File: config.mk
export PLATFORM = sky130hd
export DESIGN_NAME = swmm_cell
export DESIGN_NICKNAME = d
export VERILOG_FILES = /design/src/swmm_pkg.sv /design/src/swmm_cell.sv
export SDC_FILE = /design/constraint.sdc
export NUM_CORES = 1
export LEC_CHECK = 0
export ABC_AREA = 1
export BUFFER_PORTS_ARGS = -buffer_cell sky130_fd_sc_hd__buf_4
export CAP_MARGIN = 20
export CORE_MARGIN = 4
export CORE_UTILIZATION = 51
export DETAILED_ROUTE_END_ITERATION = 6
export GPL_TIMING_DRIVEN = 0
export HOLD_SLACK_MARGIN = 0.05
export PLACE_DENSITY = 0.86
export SYNTH_ARGS = -nofsm -noshare
export SYNTH_HDL_FRONTEND = slang
export SYNTH_SLANG_ARGS = --single-unit
File: constraint.sdc
create_clock -name i_clk -period 2.5 [get_ports i_clk]
set_input_delay 0.5 -clock i_clk [delete_from_list [all_inputs] [get_ports i_clk]]
set_output_delay 0.5 -clock i_clk [all_outputs]
set_load 0.02 [all_outputs]
File: src/swmm_pkg.sv
// ----------------------------------------------------------------------------
// swmm_pkg
// Shared types and constants of the sliding window min/max block.
// ----------------------------------------------------------------------------
package swmm_pkg;

    localparam int SAMPLE_W = 32;
    localparam int CFG_W    = 7;

    typedef logic signed [SAMPLE_W-1:0] t_sample;

    typedef struct packed {
        t_sample min_val;
        t_sample max_val;
    } t_extreme;

endpackage

File: src/swmm_cell.sv
// ----------------------------------------------------------------------------
// swmm_cell
// One window cell: holds one stored sample in a shift line and folds it into
// the min/max token passing by while the token still has samples to cover.
// ----------------------------------------------------------------------------
module swmm_cell import swmm_pkg::*; #(
    parameter int REM_W = 7
) (
    input  logic             i_clk,
    input  logic             i_rst_n,
    input  logic             i_shift,
    input  t_sample          i_data,
    output t_sample          o_data,
    input  logic             i_adv,
    input  logic             i_tok_valid,
    input  logic [REM_W-1:0] i_tok_rem,
    input  t_extreme         i_tok_ext,
    output logic             o_tok_valid,
    output logic [REM_W-1:0] o_tok_rem,
    output t_extreme         o_tok_ext
);

    t_sample          r_data;
    logic             r_tok_valid;
    logic [REM_W-1:0] r_tok_rem;
    t_extreme         r_tok_ext;
    logic [REM_W-1:0] n_tok_rem;
    t_extreme         n_tok_ext;

    always_comb begin
        n_tok_rem = i_tok_rem;
        n_tok_ext = i_tok_ext;
        if (i_tok_rem != '0) begin
            n_tok_rem = i_tok_rem - REM_W'(1);
            if (r_data < i_tok_ext.min_val) begin
                n_tok_ext.min_val = r_data;
            end
            if (r_data > i_tok_ext.max_val) begin
                n_tok_ext.max_val = r_data;
            end
        end
    end

    always_ff @(posedge i_clk) begin
        if (i_shift) begin
            r_data <= i_data;
        end
    end

    always_ff @(posedge i_clk) begin
        if (!i_rst_n) begin
            r_tok_valid <= 1'b0;
        end else if (i_adv) begin
            r_tok_valid <= i_tok_valid;
        end
    end

    always_ff @(posedge i_clk) begin
        if (i_adv) begin
            r_tok_rem <= n_tok_rem;
            r_tok_ext <= n_tok_ext;
        end
    end

    assign o_data      = r_data;
    assign o_tok_valid = r_tok_valid;
    assign o_tok_rem   = r_tok_rem;
    assign o_tok_ext   = r_tok_ext;

endmodule

==> flow_summary.yaml <==
synthesis:
  synth_top_area_share_pct: 51.2
  yosys.cell_types.count: 27
  yosysMostFrequentCell: "nand2_1"
  synth_top_family_by_area: "simple AND/OR/NAND/NOR gates"
  yosysTopAreaCell: "edfxtp_1"
  synth_simple_gate_area_share_pct: 22.6
  synth-main-ff-cell: "edfxtp_1"
  synth_xor_area_share_pct: 0.290
  syn_area_um2: 6040
  synth_common_cells: "nand2_1, edfxtp_1, inv_1"
  synth_nets: 800
  ys_seq_area_share_pct: 51.5
  ys_ff_latch: 104
  synth_compound_area_share_pct: 4.45
  synthArstFlopShare_pct: 0
  synth_adder_area_share_pct: 13.5
  synth_edf_count: 103
  synthCells: 627
  synth.area.mux_share_pct: 0
  yosys-top-cells-area: "edfxtp_1, ha_1, nand2_1, nand4_1, inv_1"
  syn_area_per_cell_um2: 9.63
  synth_warnings: 0
die:
  initial_core_util_pct: 52.4
  core_area_um2: 11500
  ios: 212
  rows: 39
  die_w_um: 117
  die-area_um2: 13600
  die_y_um: 117
global_routing:
  grt_pass1_wl_um: 26300
  grt_usage_pct: 25.3
  grt_max_degree: 74
  grt_pass1_vias: 5398
  antenna_found_initial: 0
  overflow: 0
worst_setup_path:
  cpMaxStageDelayCell: "edfxtp_1"
  rrSetupSlack_ns: 0.04
  end_kind: "flop"
  cp.arrival_ns: 2.56
  required_ns: 2.60
  crit_top_cell: "nand2_2"
  worst_r2r_path_depth: 11
  path_class: "reg -> reg"
  cp_cell_sequence: "ha_4 > nand2_1 > nor2_2 > nand2_2 > nor4_4 > nand2_2 > nand2_2 > nand2_4 > clkbuf_4 > nand4_1 > nand2_1"
  reg2reg_to: "o_tok_ext[30]$_DFFE_PP_"
  start_kind: "flop"
  timing.rr.start: "o_data[31]$_DFFE_PP_"
  max_stage_delay_ns: 0.48
  path_max_fanout: 10
power_and_ir_drop:
  pwr-share-clk_pct: 28.2
  power_switching_share_pct: 31.1
  peakVddDrop_mv: 0.361
  power_leakage_nw: 4.21
  powerDensity_nw_per_um2: 645
  power_frac_seq_pct: 42.4
  p_sw_w: 0.00168
  cellInternalPower_w: 0.00373
  p_total_w: 0.00541
  p_comb_share_pct: 29.5
hold_path:
  min_path_cells: 1
  min_from: "i_data[15]"
  hp-class: "in -> reg"
  min_to: "o_data[15]$_DFFE_PP_"
sta:
  setup_viol: 0
  rsz0062_at_grt: "yes"
  final.min_clock_period_ns: 2.46
  tightest_slew_ns: 0.951
  hold_slack_ns: 0.315
  fmax_ghz: 0.407
  slew_headroom_pct: 36.6
  period_share_pct: 98.3
  finalClockSkew_ns: 0.0106
  finalHoldViolations: 0
  slew_viol_final: 0
place:
  gp_congestion: 0.834
  portBuffers: 211
  post-dp-hpwl_um: 12800
  place_area_um2: 7800
  placed_cells: 981
final_layout:
  seqCellArea_um2: 3110
  nFillCells: 865
  area_growth_pct: 38.7
  fin_nets: 1040
  instances_no_fill: 1015
  drive_gt1_share_pct: 33.7
  multiInputGateArea_um2: 2580
  antenna_cells: 0
  fin_area_um2: 8380
status:
  status: "finished clean"
cts:
  postCtsHoldBufs: 0
  cts.sinks: 104
  clk_latency_ns: 0.36
  cts_tree: "done"
  cts_buffer_depth: 2
  htree_levels: 3
  numCtsBuffers: 9
  cts_root_buffer: "clkbuf_16"
  clk_pin_slew_ns: 0.07
routing:
  postRouteAntennaNets: 0
  post_drt_via_cell_ratio: 5.39
  num_vias: 5467
  drt-initial-drc-count: 559
  drc_errors: 0
  firstDrtPassIters: 4
  wl_um: 17900
  routedWlPerCell_um: 17.6
job:
  max-cap-violations: 0
[state kept, by name, indices dropped and copies added, names as in the netlist]
| name | cells |
|---|---|
| o_tok_valid | 1 |
| o_data | 32 |
| o_tok_ext | 64 |
| o_tok_rem | 7 |
[what timing repair did]
action / in CTS / in global routing
buffers inserted: 1 / 17
resized for setup: 1 / 26
setup endpoints to repair: 30 / 61
pin swaps: 0 / 6
[power by group through the flow]
| stage | Clock, W | Combinational [W] | Sequential (W) |
|---|---|---|---|
| floorplan | 0 | 0.000593 | 0.00255 |
| global placement | 0 | 0.00146 | 0.00232 |
| detailed placement | 0 | 0.00150 | 0.00233 |
| CTS | 0.00152 | 0.00152 | 0.00229 |
| global route | 0.00159 | 0.00174 | 0.00231 |
| finish | 0.00152 | 0.00159 | 0.00229 |
[through the flow]
stage	utilization, %	worst slack (ns)	TNS [ns]
final	72.8	0.0414	0
after floorplan	-	0.332	0
after global placement	67.8	-0.0643	-2.46
after detailed placement	67.8	-0.0773	-2.85
after global routing	72.8	-0.0564	-1.45
after CTS	70.6	0.0181	0
[how the worst max path moves through the flow]
stage,from,end,slack (ns),cells past startpoint
6_report,o_data[31]$_DFFE_PP_,o_tok_ext[30]$_DFFE_PP_,0.04,11
3_3_place_gp,i_tok_ext[19],o_tok_ext[21]$_DFFE_PP_,-0.06,12
2_1_floorplan,o_data[31]$_DFFE_PP_,o_tok_ext[33]$_DFFE_PP_,0.33,11
3_5_place_dp,i_tok_ext[19],o_tok_ext[20]$_DFFE_PP_,-0.08,12
4_1_cts,o_data[19]$_DFFE_PP_,o_tok_ext[62]$_DFFE_PP_,0.02,12
5_1_grt,o_data[5]$_DFFE_PP_,o_tok_ext[56]$_DFFE_PP_,-0.06,14
[cell type report]
| class | instances | share of cell area (%) |
|---|---|---|
| Clock inverter | 6 | 1.00 |
| Buffer | 24 | 1.82 |
| Sequential cell | 104 | 37.2 |
| Inverter | 85 | 3.81 |
| Tap cell | 143 | 2.14 |
| Clock buffer | 10 | 2.73 |
| Timing Repair Buffer | 229 | 20.5 |
| Multi-Input combinational cell | 414 | 30.8 |
[worst max-delay path: cells and delay by family (launching register included)]
| kind | cells | cell delay, ns |
|---|---|---|
| adders and majority gates | 1 | 0.31 |
| buffers and inverters | 1 | 0.20 |
| DFF | 1 | 0.48 |
| and+or+nand+nor | 9 | 1.19 |
[layout by cell type (no fill, tap or decap), types with 4 or more instances in the layout]
| cell | instances |
|---|---|
| buf_4 | 234 |
| nand2_1 | 182 |
| edfxtp_1 | 103 |
| inv_1 | 82 |
| nand4_1 | 67 |
| ha_1 | 61 |
| a21oi_1 | 32 |
| nor2_1 | 20 |
| o21ai_0 | 11 |
| buf_2 | 11 |
| clkbuf_16 | 9 |
| nand3_1 | 4 |
| nand2_2 | 4 |
| a21oi_2 | 4 |
| nand3_4 | 4 |
| clkbuf_1 | 4 |
| ha_4 | 4 |
[per-layer routing]
layer | part of all wire (%) | wire length [um] | GRT usage [%] | vias up
met4 | 3.1 | 548 | 11.1 | 0
met5 | 0 | 0 | 0 | -
met3 | 8.0 | 1440 | 5.40 | 41
li1 | - | - | - | 2638
met1 | 39 | 6980 | 30.4 | 2546
met2 | 50 | 8900 | 43.8 | 242
[cells by family (layout without fill, tap and decap cells)]
group	count (synthesis)	count (layout)
xor+xnor	2	2
fa+ha+maj	65	65
buf+inv	109	354
flops	104	104
compound gates	52	52
simple gates	295	295
No activity file was read; power rests on OpenSTA's default activity.
